===== config.mk =====
export PLATFORM = sky130hd
export DESIGN_NAME = water_meter_flow_guard_core
export DESIGN_NICKNAME = d
export VERILOG_FILES = /design/src/hw/rtl/wmfg_pkg.sv /design/src/hw/rtl/wmfg_sdiv.sv /design/src/hw/rtl/water_meter_flow_guard_core.sv
export SDC_FILE = /design/constraint.sdc
export NUM_CORES = 1
export LEC_CHECK = 0
export BUFFER_PORTS_ARGS = -buffer_cell sky130_fd_sc_hd__buf_2
export CAP_MARGIN = 15
export CORE_ASPECT_RATIO = 1.75
export CORE_UTILIZATION = 48
export CTS_BUF_LIST = sky130_fd_sc_hd__clkbuf_4 sky130_fd_sc_hd__clkbuf_8 sky130_fd_sc_hd__clkbuf_16
export DETAILED_ROUTE_END_ITERATION = 7
export GPL_ROUTABILITY_DRIVEN = 0
export PLACE_DENSITY_LB_ADDON = 0.25
export SKIP_LAST_GASP = 1
export SYNTH_ARGS = -nofsm -noshare
export SYNTH_HDL_FRONTEND = slang
export SYNTH_SLANG_ARGS = --single-unit

===== constraint.sdc =====
create_clock -name i_clk -period 12.5 [get_ports i_clk]
set_input_delay 2.5 -clock i_clk [delete_from_list [all_inputs] [get_ports i_clk]]
set_output_delay 2.5 -clock i_clk [all_outputs]
set_load 0.1 [all_outputs]

===== src/hw/rtl/wmfg_pkg.sv =====
package wmfg_pkg;

    // Build-time defaults for the top-level parameters
    localparam int TOTAL_BITS_DEF = 48;
    localparam int VFRAC_BITS_DEF = 16;

    // Field widths
    localparam int OP_W        = 3;
    localparam int CNT_W       = 32;
    localparam int MV_W        = 16;
    localparam int KQ_W        = 18;
    localparam int FLOW_W      = 32;
    localparam int TOTAL_OUT_W = 48;
    localparam int TANK_W      = 15;
    localparam int CFG_IDX_W   = 2;
    localparam int CFG_DATA_W  = 32;

    // Fixed-point scaling
    localparam int KQ_FRAC_BITS    = 8;   // meter constant is Q.8
    localparam int FLOW_SCALE_BITS = 24;  // 2^24 = Q16 output times the Q.8 divisor
    localparam int FLOW_Q_BITS     = 27;  // Q24 quotients at or above 2^27 saturate flow
    localparam int FRAC_STEPS      = 6;   // quotient bits of 60*r/k, always below 64
    localparam int TANK_SHIFT      = 8;

    // Operation codes
    localparam logic [OP_W-1:0] OP_SAMPLE = 3'd0;
    localparam logic [OP_W-1:0] OP_OPEN   = 3'd1;
    localparam logic [OP_W-1:0] OP_CLOSE  = 3'd2;
    localparam logic [OP_W-1:0] OP_TAMPER = 3'd3;
    localparam logic [OP_W-1:0] OP_FREEZE = 3'd4;

    // Configuration register indexes
    localparam logic [CFG_IDX_W-1:0] CFG_PPL   = 2'd0;
    localparam logic [CFG_IDX_W-1:0] CFG_BURST = 2'd1;

    // Constants
    localparam logic [KQ_W-1:0]   PPL_RESET    = 18'd512;
    localparam logic [FLOW_W-1:0] BURST_RESET  = 32'd2621440;
    localparam logic [KQ_W-1:0]   K_MIN        = 18'd3;
    localparam logic [FLOW_W-1:0] LEAK_THRESH  = 32'd6554;
    localparam logic [TANK_W-1:0] TANK_FULL    = 15'd25600;
    localparam int                TDEN_W       = 6;
    localparam logic [TDEN_W-1:0] TANK_DIVISOR = 6'd33;

    typedef struct packed {
        logic [OP_W-1:0]        operation;
        logic [CNT_W-1:0]       pulse_count;
        logic signed [MV_W-1:0] tank_millivolts;
        logic                   freeze_value;
    } t_in_item;

    typedef struct packed {
        logic [FLOW_W-1:0]      flow_rate;
        logic [TOTAL_OUT_W-1:0] total_volume;
        logic [TANK_W-1:0]      tank_percent;
        logic                   valve_is_open;
        logic                   leak_flag;
        logic                   burst_flag;
        logic                   tamper_flag;
        logic                   billing_frozen;
        logic                   alarm;
        logic                   status;
    } t_result;

endpackage


===== src/hw/rtl/wmfg_sdiv.sv =====
// Bit-serial restoring divider: one quotient bit per cycle, MSB first.
// Numerator and quotient share one shift register.
module wmfg_sdiv #(
    parameter int NUM_W = 56,
    parameter int DEN_W = 18
) (
    input  logic                           i_clk,
    input  logic                           i_rst_n,
    input  logic                           i_start,
    input  logic [NUM_W-1:0]               i_num,
    input  logic [DEN_W-1:0]               i_den,
    output logic                           o_busy,
    output logic [$clog2(NUM_W+1)-1:0]     o_steps,
    output logic [NUM_W-1:0]               o_quot,
    output logic [DEN_W-1:0]               o_rem
);

    localparam int STEP_W = $clog2(NUM_W + 1);

    logic [NUM_W-1:0]  r_nq;
    logic [DEN_W-1:0]  r_den;
    logic [DEN_W-1:0]  r_rem;
    logic [STEP_W-1:0] r_steps;
    logic              r_busy;

    logic [DEN_W:0] partial;
    logic [DEN_W:0] diff;
    logic           fits;

    always_comb begin
        partial = {r_rem, r_nq[NUM_W-1]};
        diff    = partial - {1'b0, r_den};
        fits    = (partial >= {1'b0, r_den});
    end

    always_ff @(posedge i_clk) begin
        if (!i_rst_n) begin
            r_busy  <= 1'b0;
            r_steps <= '0;
        end else if (i_start) begin
            r_busy  <= 1'b1;
            r_steps <= '0;
        end else if (r_busy) begin
            r_steps <= r_steps + 1'b1;
            if (r_steps == STEP_W'(NUM_W - 1)) begin
                r_busy <= 1'b0;
            end
        end
    end

    always_ff @(posedge i_clk) begin
        if (i_start) begin
            r_nq  <= i_num;
            r_den <= i_den;
            r_rem <= '0;
        end else if (r_busy) begin
            // shift in the new quotient bit, keep the partial remainder below the divisor
            r_nq  <= {r_nq[NUM_W-2:0], fits};
            r_rem <= fits ? diff[DEN_W-1:0] : partial[DEN_W-1:0];
        end
    end

    assign o_busy  = r_busy;
    assign o_steps = r_steps;
    assign o_quot  = r_nq;
    assign o_rem   = r_rem;

endmodule


===== src/hw/rtl/water_meter_flow_guard_core.sv =====
// Water meter flow guard.
// Input channel: i_in_data (operation, pulse count, tank voltage, freeze value) moves on a
// transfer when i_in_valid is high and o_in_stall is low. Output channel: o_out_data moves
// when o_out_valid is high and i_out_stall is low; every input item yields one result.
// Configuration: i_cfg_index / i_cfg_data are written on i_cfg_valid (o_cfg_ready is always
// high); index 0 is the meter constant, index 1 the burst limit, other indexes are ignored.
// Write configuration only while no item is in flight.
// Timing: a command item goes from its transfer to the write-back state, then into the
// output register once that is free. A sample runs a bit-serial divide of the count
// delta by the meter constant, one bit per cycle over 32 + max(24, 8 + VOLUME_FRAC_BITS)
// bits, then leaves the divide, loads the fraction, runs six fraction steps for the flow,
// computes flow and volume and goes to write-back. The block works on one item at a time;
// o_in_stall is high from the transfer until the result is written into the output
// register, so no new item is taken before the last one is written.
// The output register decouples the sides: a new item is taken while the last result still
// waits; when the receiver stalls, the result holds and a finished item waits to be written.
// Reset (synchronous, active low) loads the register defaults, clears all totals and flags
// and opens the valve.
module water_meter_flow_guard_core
    import wmfg_pkg::*;
#(
    parameter int TOTAL_BITS       = TOTAL_BITS_DEF,
    parameter int VOLUME_FRAC_BITS = VFRAC_BITS_DEF
) (
    input  logic                  i_clk,
    input  logic                  i_rst_n,
    input  t_in_item              i_in_data,
    input  logic                  i_in_valid,
    output logic                  o_in_stall,
    output t_result               o_out_data,
    output logic                  o_out_valid,
    input  logic                  i_out_stall,
    input  logic                  i_cfg_valid,
    output logic                  o_cfg_ready,
    input  logic [CFG_IDX_W-1:0]  i_cfg_index,
    input  logic [CFG_DATA_W-1:0] i_cfg_data
);

    // Fraction bits carried by the divider: enough for both flow (Q24) and litres.
    localparam int LIT_FRAC   = KQ_FRAC_BITS + VOLUME_FRAC_BITS;
    localparam int DIV_FRAC   = (LIT_FRAC > FLOW_SCALE_BITS) ? LIT_FRAC : FLOW_SCALE_BITS;
    localparam int NUM_W      = CNT_W + DIV_FRAC;
    localparam int STEP_W     = $clog2(NUM_W + 1);
    localparam int Q24_W      = CNT_W + FLOW_SCALE_BITS;
    localparam int LIT_SHIFT  = DIV_FRAC - LIT_FRAC;
    localparam int LIT_W      = CNT_W + LIT_FRAC;
    localparam int SUM_W      = ((TOTAL_BITS > LIT_W) ? TOTAL_BITS : LIT_W) + 1;
    localparam int TNUM_W     = MV_W - 1 + TANK_SHIFT;
    localparam int FR_W       = KQ_W + FRAC_STEPS;
    localparam int FCNT_W     = $clog2(FRAC_STEPS);
    localparam logic [TOTAL_BITS-1:0] TOTAL_MAX = '1;

    typedef enum logic [2:0] {
        S_IDLE,
        S_DIV,
        S_FRLD,
        S_FRAC,
        S_FLOW,
        S_WB
    } t_state;

    t_state r_state;

    // Configuration registers
    logic [KQ_W-1:0]   r_ppl;
    logic [FLOW_W-1:0] r_burst_lim;

    // Architectural state
    logic [CNT_W-1:0]      r_prev;
    logic [FLOW_W-1:0]     r_flow;
    logic [TOTAL_BITS-1:0] r_vol;
    logic [TANK_W-1:0]     r_tank;
    logic                  r_valve;
    logic                  r_leak;
    logic                  r_burst;
    logic                  r_tamper;
    logic                  r_freeze;

    // Item in flight
    logic [OP_W-1:0]  r_op;
    logic [CNT_W-1:0] r_cnt;
    logic             r_frz;
    logic             r_tank_upd;
    logic             r_k_ok;

    // Sample datapath
    logic [Q24_W-1:0]      r_q24;
    logic [KQ_W-1:0]       r_r24;
    logic [LIT_W-1:0]      r_litres;
    logic [TANK_W-1:0]     r_pct;
    logic [FR_W-1:0]       r_fr;
    logic [FR_W-1:0]       r_kd;
    logic [FRAC_STEPS-1:0] r_fq;
    logic [FCNT_W-1:0]     r_fcnt;
    logic [FLOW_W-1:0]     r_flow_new;
    logic [TOTAL_BITS-1:0] r_vol_new;

    // Output register
    t_result r_out;
    logic    r_out_valid;

    logic              accept;
    logic              div_start;
    logic              wb_go;
    logic [CNT_W-1:0]  delta;
    logic              main_busy;
    logic [STEP_W-1:0] main_steps;
    logic [NUM_W-1:0]  main_quot;
    logic [KQ_W-1:0]   main_rem;
    logic              tank_busy;
    logic [TNUM_W-1:0] tank_quot;

    logic [FLOW_Q_BITS-1:0]   q_lo;
    logic [FLOW_Q_BITS+5:0]   flow_full;
    logic [FLOW_W-1:0]        flow_calc;
    logic [LIT_W-1:0]         lit_eff;
    logic [SUM_W-1:0]         vol_sum;
    logic [TOTAL_BITS-1:0]    vol_calc;

    logic [CNT_W-1:0]      n_prev;
    logic [FLOW_W-1:0]     n_flow;
    logic [TOTAL_BITS-1:0] n_vol;
    logic [TANK_W-1:0]     n_tank;
    logic                  n_valve;
    logic                  n_leak;
    logic                  n_burst;
    logic                  n_tamper;
    logic                  n_freeze;
    logic                  n_status;
    t_result               n_result;

    assign accept     = (r_state == S_IDLE) && i_in_valid;
    assign div_start  = accept && (i_in_data.operation == OP_SAMPLE);
    assign wb_go      = (r_state == S_WB) && (!r_out_valid || !i_out_stall);
    assign o_in_stall = (r_state != S_IDLE);
    assign o_cfg_ready = 1'b1;
    assign o_out_data  = r_out;
    assign o_out_valid = r_out_valid;

    // Count delta; a counter that went backwards counts as no flow
    assign delta = (i_in_data.pulse_count >= r_prev) ? (i_in_data.pulse_count - r_prev) : '0;

    // Main divider: (delta << DIV_FRAC) / meter constant
    wmfg_sdiv #(
        .NUM_W (NUM_W),
        .DEN_W (KQ_W)
    ) u_div_flow (
        .i_clk   (i_clk),
        .i_rst_n (i_rst_n),
        .i_start (div_start),
        .i_num   ({delta, {DIV_FRAC{1'b0}}}),
        .i_den   (r_ppl),
        .o_busy  (main_busy),
        .o_steps (main_steps),
        .o_quot  (main_quot),
        .o_rem   (main_rem)
    );

    // Tank divider: (millivolts << 8) / 33, runs alongside and finishes first
    wmfg_sdiv #(
        .NUM_W (TNUM_W),
        .DEN_W (TDEN_W)
    ) u_div_tank (
        .i_clk   (i_clk),
        .i_rst_n (i_rst_n),
        .i_start (div_start),
        .i_num   ({i_in_data.tank_millivolts[MV_W-2:0], {TANK_SHIFT{1'b0}}}),
        .i_den   (TANK_DIVISOR),
        .o_busy  (tank_busy),
        .o_steps (),
        .o_quot  (tank_quot),
        .o_rem   ()
    );

    // Flow = 60 * Q24 + floor(60 * r24 / k); the fraction term sits in the low six bits
    always_comb begin
        q_lo      = r_q24[FLOW_Q_BITS-1:0];
        flow_full = {q_lo, r_fq} - (FLOW_Q_BITS+6)'({q_lo, 2'b00});
        if (!r_k_ok) begin
            flow_calc = '0;
        end else if ((|r_q24[Q24_W-1:FLOW_Q_BITS]) || flow_full[FLOW_Q_BITS+5:FLOW_W] != '0) begin
            flow_calc = '1;
        end else begin
            flow_calc = flow_full[FLOW_W-1:0];
        end

        lit_eff  = r_k_ok ? r_litres : '0;
        vol_sum  = SUM_W'(r_vol) + SUM_W'(lit_eff);
        vol_calc = (vol_sum > SUM_W'(TOTAL_MAX)) ? TOTAL_MAX : vol_sum[TOTAL_BITS-1:0];
    end

    // State after the item in flight
    always_comb begin
        n_prev   = r_prev;
        n_flow   = r_flow;
        n_vol    = r_vol;
        n_tank   = r_tank;
        n_valve  = r_valve;
        n_leak   = r_leak;
        n_burst  = r_burst;
        n_tamper = r_tamper;
        n_freeze = r_freeze;
        n_status = 1'b0;
        unique case (r_op)
            OP_SAMPLE: begin
                n_prev = r_cnt;
                n_flow = r_flow_new;
                if (!r_freeze) begin
                    n_vol = r_vol_new;
                end
                if (r_tank_upd) begin
                    n_tank = r_pct;
                end
                // leak looks at the valve before this sample's burst check
                n_leak  = (r_flow_new >= LEAK_THRESH) && !r_valve;
                n_burst = (r_flow_new > r_burst_lim);
                if (n_burst) begin
                    n_valve = 1'b0;
                end
            end
            OP_OPEN: begin
                if (r_tamper) begin
                    n_status = 1'b1;
                end else begin
                    n_valve = 1'b1;
                end
            end
            OP_CLOSE: begin
                n_valve = 1'b0;
            end
            OP_TAMPER: begin
                n_tamper = 1'b1;
                n_valve  = 1'b0;
            end
            OP_FREEZE: begin
                n_freeze = r_frz;
            end
            default: begin
            end
        endcase

        n_result.flow_rate      = n_flow;
        n_result.total_volume   = TOTAL_OUT_W'(n_vol);
        n_result.tank_percent   = n_tank;
        n_result.valve_is_open  = n_valve;
        n_result.leak_flag      = n_leak;
        n_result.burst_flag     = n_burst;
        n_result.tamper_flag    = n_tamper;
        n_result.billing_frozen = n_freeze;
        n_result.alarm          = n_leak || n_burst || n_tamper;
        n_result.status         = n_status;
    end

    // Sequencer, architectural state and output register
    always_ff @(posedge i_clk) begin
        if (!i_rst_n) begin
            r_state     <= S_IDLE;
            r_out_valid <= 1'b0;
            r_ppl       <= PPL_RESET;
            r_burst_lim <= BURST_RESET;
            r_prev      <= '0;
            r_flow      <= '0;
            r_vol       <= '0;
            r_tank      <= '0;
            r_valve     <= 1'b1;
            r_leak      <= 1'b0;
            r_burst     <= 1'b0;
            r_tamper    <= 1'b0;
            r_freeze    <= 1'b0;
        end else begin
            if (i_cfg_valid) begin
                unique case (i_cfg_index)
                    CFG_PPL:   r_ppl       <= i_cfg_data[KQ_W-1:0];
                    CFG_BURST: r_burst_lim <= i_cfg_data[FLOW_W-1:0];
                    default: begin
                    end
                endcase
            end

            // raise the valid when a result is written, drop it once the receiver takes it
            if (wb_go) begin
                r_out_valid <= 1'b1;
            end else if (!i_out_stall) begin
                r_out_valid <= 1'b0;
            end

            unique case (r_state)
                S_IDLE: begin
                    if (accept) begin
                        r_state <= (i_in_data.operation == OP_SAMPLE) ? S_DIV : S_WB;
                    end
                end
                S_DIV: begin
                    if (!main_busy && !tank_busy) begin
                        r_state <= S_FRLD;
                    end
                end
                S_FRLD: begin
                    r_state <= S_FRAC;
                end
                S_FRAC: begin
                    if (r_fcnt == FCNT_W'(FRAC_STEPS - 1)) begin
                        r_state <= S_FLOW;
                    end
                end
                S_FLOW: begin
                    r_state <= S_WB;
                end
                S_WB: begin
                    if (wb_go) begin
                        r_state     <= S_IDLE;
                        r_out       <= n_result;
                        r_prev      <= n_prev;
                        r_flow      <= n_flow;
                        r_vol       <= n_vol;
                        r_tank      <= n_tank;
                        r_valve     <= n_valve;
                        r_leak      <= n_leak;
                        r_burst     <= n_burst;
                        r_tamper    <= n_tamper;
                        r_freeze    <= n_freeze;
                    end
                end
                default: begin
                    r_state <= S_IDLE;
                end
            endcase
        end
    end

    // Item and sample datapath registers
    always_ff @(posedge i_clk) begin
        if (accept) begin
            r_op       <= i_in_data.operation;
            r_cnt      <= i_in_data.pulse_count;
            r_frz      <= i_in_data.freeze_value;
            r_tank_upd <= !i_in_data.tank_millivolts[MV_W-1] && (i_in_data.tank_millivolts != '0);
            r_k_ok     <= (r_ppl >= K_MIN);
        end

        // Capture the Q24 quotient and remainder on the way through
        if (r_state == S_DIV && main_steps == STEP_W'(Q24_W)) begin
            r_q24 <= main_quot[Q24_W-1:0];
            r_r24 <= main_rem;
        end

        if (r_state == S_FRLD) begin
            r_fr     <= {r_r24, 6'b000000} - FR_W'({r_r24, 2'b00});
            r_kd     <= FR_W'({r_ppl, {(FRAC_STEPS-1){1'b0}}});
            r_fq     <= '0;
            r_fcnt   <= '0;
            r_litres <= main_quot[NUM_W-1:LIT_SHIFT];
            r_pct    <= (tank_quot > TNUM_W'(TANK_FULL)) ? TANK_FULL : tank_quot[TANK_W-1:0];
        end

        // One quotient bit of 60 * r24 / k per cycle
        if (r_state == S_FRAC) begin
            if (r_fr >= r_kd) begin
                r_fr <= r_fr - r_kd;
                r_fq <= {r_fq[FRAC_STEPS-2:0], 1'b1};
            end else begin
                r_fq <= {r_fq[FRAC_STEPS-2:0], 1'b0};
            end
            r_kd   <= r_kd >> 1;
            r_fcnt <= r_fcnt + 1'b1;
        end

        if (r_state == S_FLOW) begin
            r_flow_new <= flow_calc;
            r_vol_new  <= vol_calc;
        end
    end

endmodule


==> results of run 1 <==
synthesized netlist by cell type (all sizes together), types with 6 or more instances:
master | count | area (sq um)
nor2b | 90 | 563.0
a31oi | 24 | 150.1
nand3 | 44 | 220.2
edfxtp | 462 | 13870
mux2 | 66 | 743.2
o21bai | 15 | 112.6
a211oi | 44 | 345.3
o31ai | 10 | 80.07
a31o | 6 | 52.55
mux2i | 108 | 1081
or2 | 11 | 68.82
nor2 | 172 | 645.6
a21boi | 126 | 945.9
inv | 207 | 777.0
and3 | 21 | 131.4
xnor2 | 81 | 709.4
buf | 41 | 210.2
o211ai | 13 | 97.59
nor4 | 31 | 200.2
a311oi | 7 | 61.31
nor3 | 39 | 200.2
or3 | 16 | 100.1
ha | 203 | 2540
xor2 | 68 | 595.6
a221oi | 6 | 58.80
nand2b | 28 | 175.2
a21oi | 188 | 952.2
nand4 | 43 | 269.0
and4 | 6 | 52.55
o21a | 56 | 420.4
nor3b | 8 | 60.06
nand2 | 580 | 2177
dfxtp | 279 | 5585
o21ai | 169 | 845.8
a21o | 90 | 675.7
and2 | 80 | 501.7
clkbuf | 112 | 425.4
worst max-delay path by stage:
| stage | to |
|---|---|
| final | u_div_flow.o_quot[27]$_DFFE_PP_ |
| after global routing | u_div_flow.o_quot[27]$_DFFE_PP_ |
| after CTS | u_div_flow.o_quot[27]$_DFFE_PP_ |
| after detailed placement | u_div_flow.o_quot[27]$_DFFE_PP_ |
| after global placement | u_div_flow.o_quot[55]$_DFFE_PP_ |
| after floorplan | r_q24[0]$_DFFE_PP_ |
flip-flops by register name, indices dropped and copies added (netlist names), 23 cells and up:
| register | flops |
|---|---|
| r_prev | 32 |
| r_kd | 23 |
| r_vol | 48 |
| r_burst_lim | 32 |
| u_div_flow.o_quot | 56 |
| u_div_tank.o_quot | 23 |
| r_vol_new | 48 |
| o_out_data | 102 |
| r_q24 | 56 |
| r_fr | 24 |
| r_cnt | 32 |
| r_litres | 56 |
| r_flow_new | 32 |
| r_flow | 32 |
through the flow:
stage	util (%)	hold slack (ns)
floorplan	-	0.4301
global placement	51.05	0.4440
detailed placement	51.05	0.4485
CTS	54.24	0.4572
global route	54.24	0.4687
finish	54.24	0.4568
worst reg2reg max path, delay by kind of cell (launching register included):
kind / cells / cell delay [ns]
and+or+nand+nor: 6 / 1.91
buffers and inverters: 3 / 1.32
DFF: 1 / 0.32
xor gates and xnor gates: 1 / 0.15
adders and majority gates: 1 / 0.29
AOI/OAI and AO/OA: 3 / 0.74
routing by layer:
metal / vias to the layer above / share of wire (%) / routed length, um
li1: 13190 / - / -
met1: 12830 / 41 / 37680
met2: 623 / 51 / 47080
met3: 184 / 4.4 / 4126
met4: 2 / 4.3 / 3989
met5: - / 0.011 / 10
power by group through the flow:
stage / sequential [mW] / combinational (mW) / clock, mW
after CTS: 3.11 / 1.51 / 2.34
after floorplan: 3.22 / 1.06 / 0
after global routing: 3.14 / 1.67 / 2.41
final: 3.11 / 1.51 / 2.29
after detailed placement: 3.16 / 1.50 / 0
after global placement: 3.16 / 1.48 / 0
kinds of logic after synthesis:
logic type	after synthesis	share of synthesized area (%)
AOI/OAI and AO/OA	816	14.39
xor gates and xnor gates	149	3.474
adders and majority gates	208	7.029
buffers and inverters	360	3.761
DFF	741	51.81
muxes	174	4.857
other	1	0.009984
and+or+nand+nor	1186	14.67
layout make-up:
class / count / area share, %
Tap cell: 1027 / 3.062
Clock inverter: 37 / 1.020
Sequential cell: 741 / 46.37
Antenna cell: 2 / 0.01193
Timing Repair Buffer: 227 / 2.910
Inverter: 207 / 1.858
Multi-Input combinational cell: 2534 / 39.92
Clock buffer: 95 / 4.848
==> results.toml, run 1 <==
[global_routing]
grt_use_met1_pct = 27.85
grt_busiest_layer = "met2"
grt.met3_usage_pct = 3.286
grt-ovfl-total = 0
grt_pass1_wl_um = 143700
grt_usage_pct = 23.51
antenna_found_initial = 4
first_global_vias = 26210
met2_usage_pct = 41.70
grt_max_degree = 83

[clocking]
cts_tree = "built"
cts_buffers = 71
cts-root-buf = "clkbuf_16"
numClockSinks = 741
path_clk_slew_ns = 0.06
cts_buffer_depth = 3
cts_setup_buffers = 0
insertion_delay_ns = 0.66
holdBufCountCts = 0
cts_resized = 0
h-tree-depth = 3

[place]
port_buffers = 194
placed_area_sq_mm = 0.03950
dp.cells = 4736
dpl.hpwl_um = 67310
place_ws_ns = 6.279

[worst_setup_path]
cp-startpoint = "i_in_data[17]"
crit_path_top_delay_cell = "a311o_1"
cp.required_ns = 12.88
crit_chain = "buf_2 > inv_1 > ha_1 > inv_1 > fa_1 > a211oi_2 > o211ai_1 > a311oi_1 > o21bai_1 > a311o_1 > a211oi_2 > a31oi_1 > o21a_1 > inv_2 > o21ai_0"
critPathBufInv = 4
crit_fanout = 28
reg2reg_slack_ns = 7.52
rr_worst_depth = 14
start_kind = "primary input"
critPathCaptureType = "flip-flop"
timing.rr.start = "r_k_ok$_DFFE_PP_"
arrival_ns = 5.97
r2r-end = "r_vol_new[0]$_SDFFCE_PN1P_"
path_class = "primary input to flip-flop"
cpPeakStageDelay_ns = 0.48
worst-path-stages = 15
cp_top_family = "compound AO/OA/AOI/OAI gates"

[power_and_ir_drop]
p_sw_mw = 2.122
peakVddDrop_v = 0.0001806
p_clk_share_pct = 33.1
total_leakage_power_nw = 15.79
p_int_mw = 4.790
switching_share_pct = 30.70
combPwrFrac_pct = 21.8
seqPwrFrac_pct = 45.1
power_mw = 6.912
power_density_mw_per_mm2 = 164.7

[detailed_routing]
first_iter_violations = 1567
wl_um = 92890
drt.antenna.violating_nets = 0
first_pass_iters = 5
num_vias = 26830
vias_per_cell = 5.509
remaining_drc_errors = 0
wl_per_cell_um = 19.07

[final_layout]
drive_above_1_share_pct = 12.39
fill_cells = 6986
layout_commonest_cell = "nand2_1"
fin_cells = 4870
fin_area_sq_mm = 0.04196
layout_common_cells = "nand2_1 (579), edfxtp_1 (462), dfxtp_1 (278), inv_1 (204), ha_1 (203)"
seq_area_sq_mm = 0.01946
multiInputGateArea_sq_mm = 0.01675
nets = 4081
syn_to_final_growth_pct = 11.72

[sta]
rsz0062_at_grt = "false"
worst_pin_slew_ns = 1.094
worst_slack_ns = 6.908
final_min_period_over_clock_period_pct = 44.73
slew_viol_final = 0
period_minus_slack_ns = 5.592
finalHoldViolations = 0
timing.slew.headroom_pct = 27.05
finClkSkew_ns = 0.02685
fmax_mhz = 178.8
finalSetupViolations = 0
tns_ns = 0

[flow_run]
drv_cap = 0

[synthesis]
syn_avg_cell_area_sq_um = 10.33
synth_cells = 3635
synth.yosys.warnings = 0
ys_ff_latch = 741
synth-seq-area-share_pct = 51.81
ys_async_sr_fraction_pct = 0
synth_area_sq_mm = 0.03756
syn_nets = 3934
yosysUniqueCellTypes = 90
synth-edff-count = 462
ys.flop_type = "edfxtp_1"

[die]
start_util_pct = 48.55
dieArea_sq_mm = 0.07942
core_area_sq_mm = 0.07736
io_pins = 196
die_h_um = 372.1
dieWidth_um = 213.5
rows = 135

[worst_hold_path]
min_from = "r_fr[0]$_DFF_P_"
min_to = "r_fr[0]$_DFF_P_"
hold_depth = 2
min-delay-path-class = "flip-flop to flip-flop"

[outcome]
status = "completed"
Note: power is estimated with default switching activity, not from simulation.
==> run 2, diff against run 1 <==
==> constraint.sdc (replaced) <==
create_clock -name i_clk -period 5.13 [get_ports i_clk]
set_input_delay 1.026 -clock i_clk [delete_from_list [all_inputs] [get_ports i_clk]]
set_output_delay 1.026 -clock i_clk [all_outputs]
set_load 0.1 [all_outputs]
==> results.toml, run 2 (synthesized netlist as in run 1, its figures left out) <==
[clocking]
path_clk_slew_ns = 0.06
cts-root-buf = "clkbuf_16"
cts_tree = "built"
cts_setup_buffers = 0
cts_resized = 0
h-tree-depth = 3
insertion_delay_ns = 0.66
holdBufCountCts = 0
numClockSinks = 741
cts_buffer_depth = 3
cts_buffers = 71

[detailed_routing]
first_pass_iters = 5
remaining_drc_errors = 0
drt.antenna.violating_nets = 0
vias_per_cell = 5.509
first_iter_violations = 1453
wl_per_cell_um = 18.91
num_vias = 26860
wl_um = 92190

[global_routing]
first_global_vias = 26250
grt_usage_pct = 23.45
antenna_found_initial = 1
grt_pass1_wl_um = 143600
grt_max_degree = 109
grt-ovfl-total = 0

[worst_hold_path]
min-delay-path-class = "flip-flop to flip-flop"
hold_depth = 2
min_from = "r_fr[0]$_DFF_P_"
min_to = "r_fr[0]$_DFF_P_"

[final_layout]
nets = 4087
syn_to_final_growth_pct = 11.94
fin_cells = 4875
layout_commonest_cell = "nand2_1"
drive_above_1_share_pct = 12.48
largest_reg_flops = 102
fill_cells = 7036
layout_common_cells = "nand2_1 (579), edfxtp_1 (462), dfxtp_1 (278), inv_1 (204), ha_1 (203)"

[place]
dp.cells = 4742
dpl.hpwl_um = 67040
port_buffers = 194

[worst_setup_path]
r2r-end = "r_vol_new[0]$_SDFFCE_PN1P_"
arrival_ns = 4.83
start_kind = "flip-flop"
cp-startpoint = "r_k_ok$_DFFE_PP_"
critPathCaptureType = "flip-flop"
cp.required_ns = 5.53
rr_worst_depth = 13
timing.rr.start = "r_k_ok$_DFFE_PP_"
path_class = "flip-flop to flip-flop"
reg2reg_slack_ns = 0.70
crit_fanout = 48

[sta]
fmax_mhz = 225.9
period_minus_slack_ns = 4.427
slew_viol_final = 0
final_min_period_over_clock_period_pct = 86.30
finClkSkew_ns = 0.01526
finalSetupViolations = 0
timing.slew.headroom_pct = 39.19
rsz0062_at_grt = "false"
tns_ns = 0
finalHoldViolations = 0
worst_pin_slew_ns = 0.9121

[outcome]
status = "completed"

[die]
start_util_pct = 48.55
dieArea_sq_mm = 0.07942
dieWidth_um = 213.5
die_h_um = 372.1
io_pins = 196
rows = 135
core_area_sq_mm = 0.07736

[flow_run]
drv_cap = 0

[power_and_ir_drop]
peakVddDrop_v = 0.0003476
power_density_mw_per_mm2 = 398.2
total_leakage_power_nw = 15.80
-- run 2: final cells by class --
| class | instances | area (sq um) | share of cell area [%] |
|---|---|---|---|
| multi-input combinational | 2534 | 16760 | 39.87 |
| inverter | 207 | 779.5 | 1.854 |
| antenna | 1 | 2.502 | 0.005952 |
| clock inverter | 38 | 412.9 | 0.9821 |
| clock buffer | 94 | 1986 | 4.723 |
| tap | 1027 | 1285 | 3.056 |
| timing repair buffer | 233 | 1354 | 3.220 |
| sequential | 741 | 19460 | 46.28 |
-- run 2: stage by stage --
step | util, % | cell area (sq um) | power [mW] | hold WS [ns] | setup WS, ns
after floorplan | - | 37580 | 10.42 | 0.4301 | 0.9231
after global placement | 51.24 | 39640 | 11.32 | 0.4405 | 0.5443
after detailed placement | 51.24 | 39640 | 11.38 | 0.4497 | 0.4852
after CTS | 54.34 | 42040 | 16.85 | 0.4583 | 0.7049
after global routing | 54.34 | 42040 | 17.51 | 0.4743 | 0.4166
final | 54.35 | 42040 | 16.74 | 0.4584 | 0.7030
-- run 2: worst max-delay path, cell delays in order (launching register included) --
cell      delay (ns)
edfxtp_1        0.58
buf_12          0.26
and2_1          0.18
ha_1            0.45
nand4_1         0.19
or4_1           0.68
a211oi_1        0.36
nand4b_1        0.18
a31oi_1         0.11
xor2_1          0.13
a21boi_0        0.15
nor4_4          0.33
buf_12          0.26
or2b_1          0.25
-- run 2: how the worst max path moves through the flow --
stage | endpoint | slack (ns) | cells past startpoint
2_1_floorplan | r_flow_new[0]$_SDFFCE_PN0P_ | 0.92 | 2
3_3_place_gp | u_div_flow.o_quot[39]$_DFFE_PP_ | 0.54 | 15
3_5_place_dp | u_div_flow.o_quot[55]$_DFFE_PP_ | 0.49 | 15
4_1_cts | r_vol_new[0]$_SDFFCE_PN1P_ | 0.70 | 13
5_1_grt | r_vol_new[0]$_SDFFCE_PN1P_ | 0.42 | 15
6_report | r_vol_new[0]$_SDFFCE_PN1P_ | 0.70 | 13
-- run 2: layer usage --
layer | vias to the layer above | global-route usage, % | share of wire (%)
met2 | 630 | 41.33 | 51
met4 | 0 | 11.06 | 4.5
li1 | 13190 | - | -
met5 | - | 0 | 0
met1 | 12840 | 27.99 | 41
met3 | 199 | 3.084 | 4.1
-- run 2: power breakdown --
part           switching (mW)  internal (mW)
Sequential              0.506           7.10
Combinational            2.29           1.40
Clock                    2.37           3.08
Total                    5.16           11.6
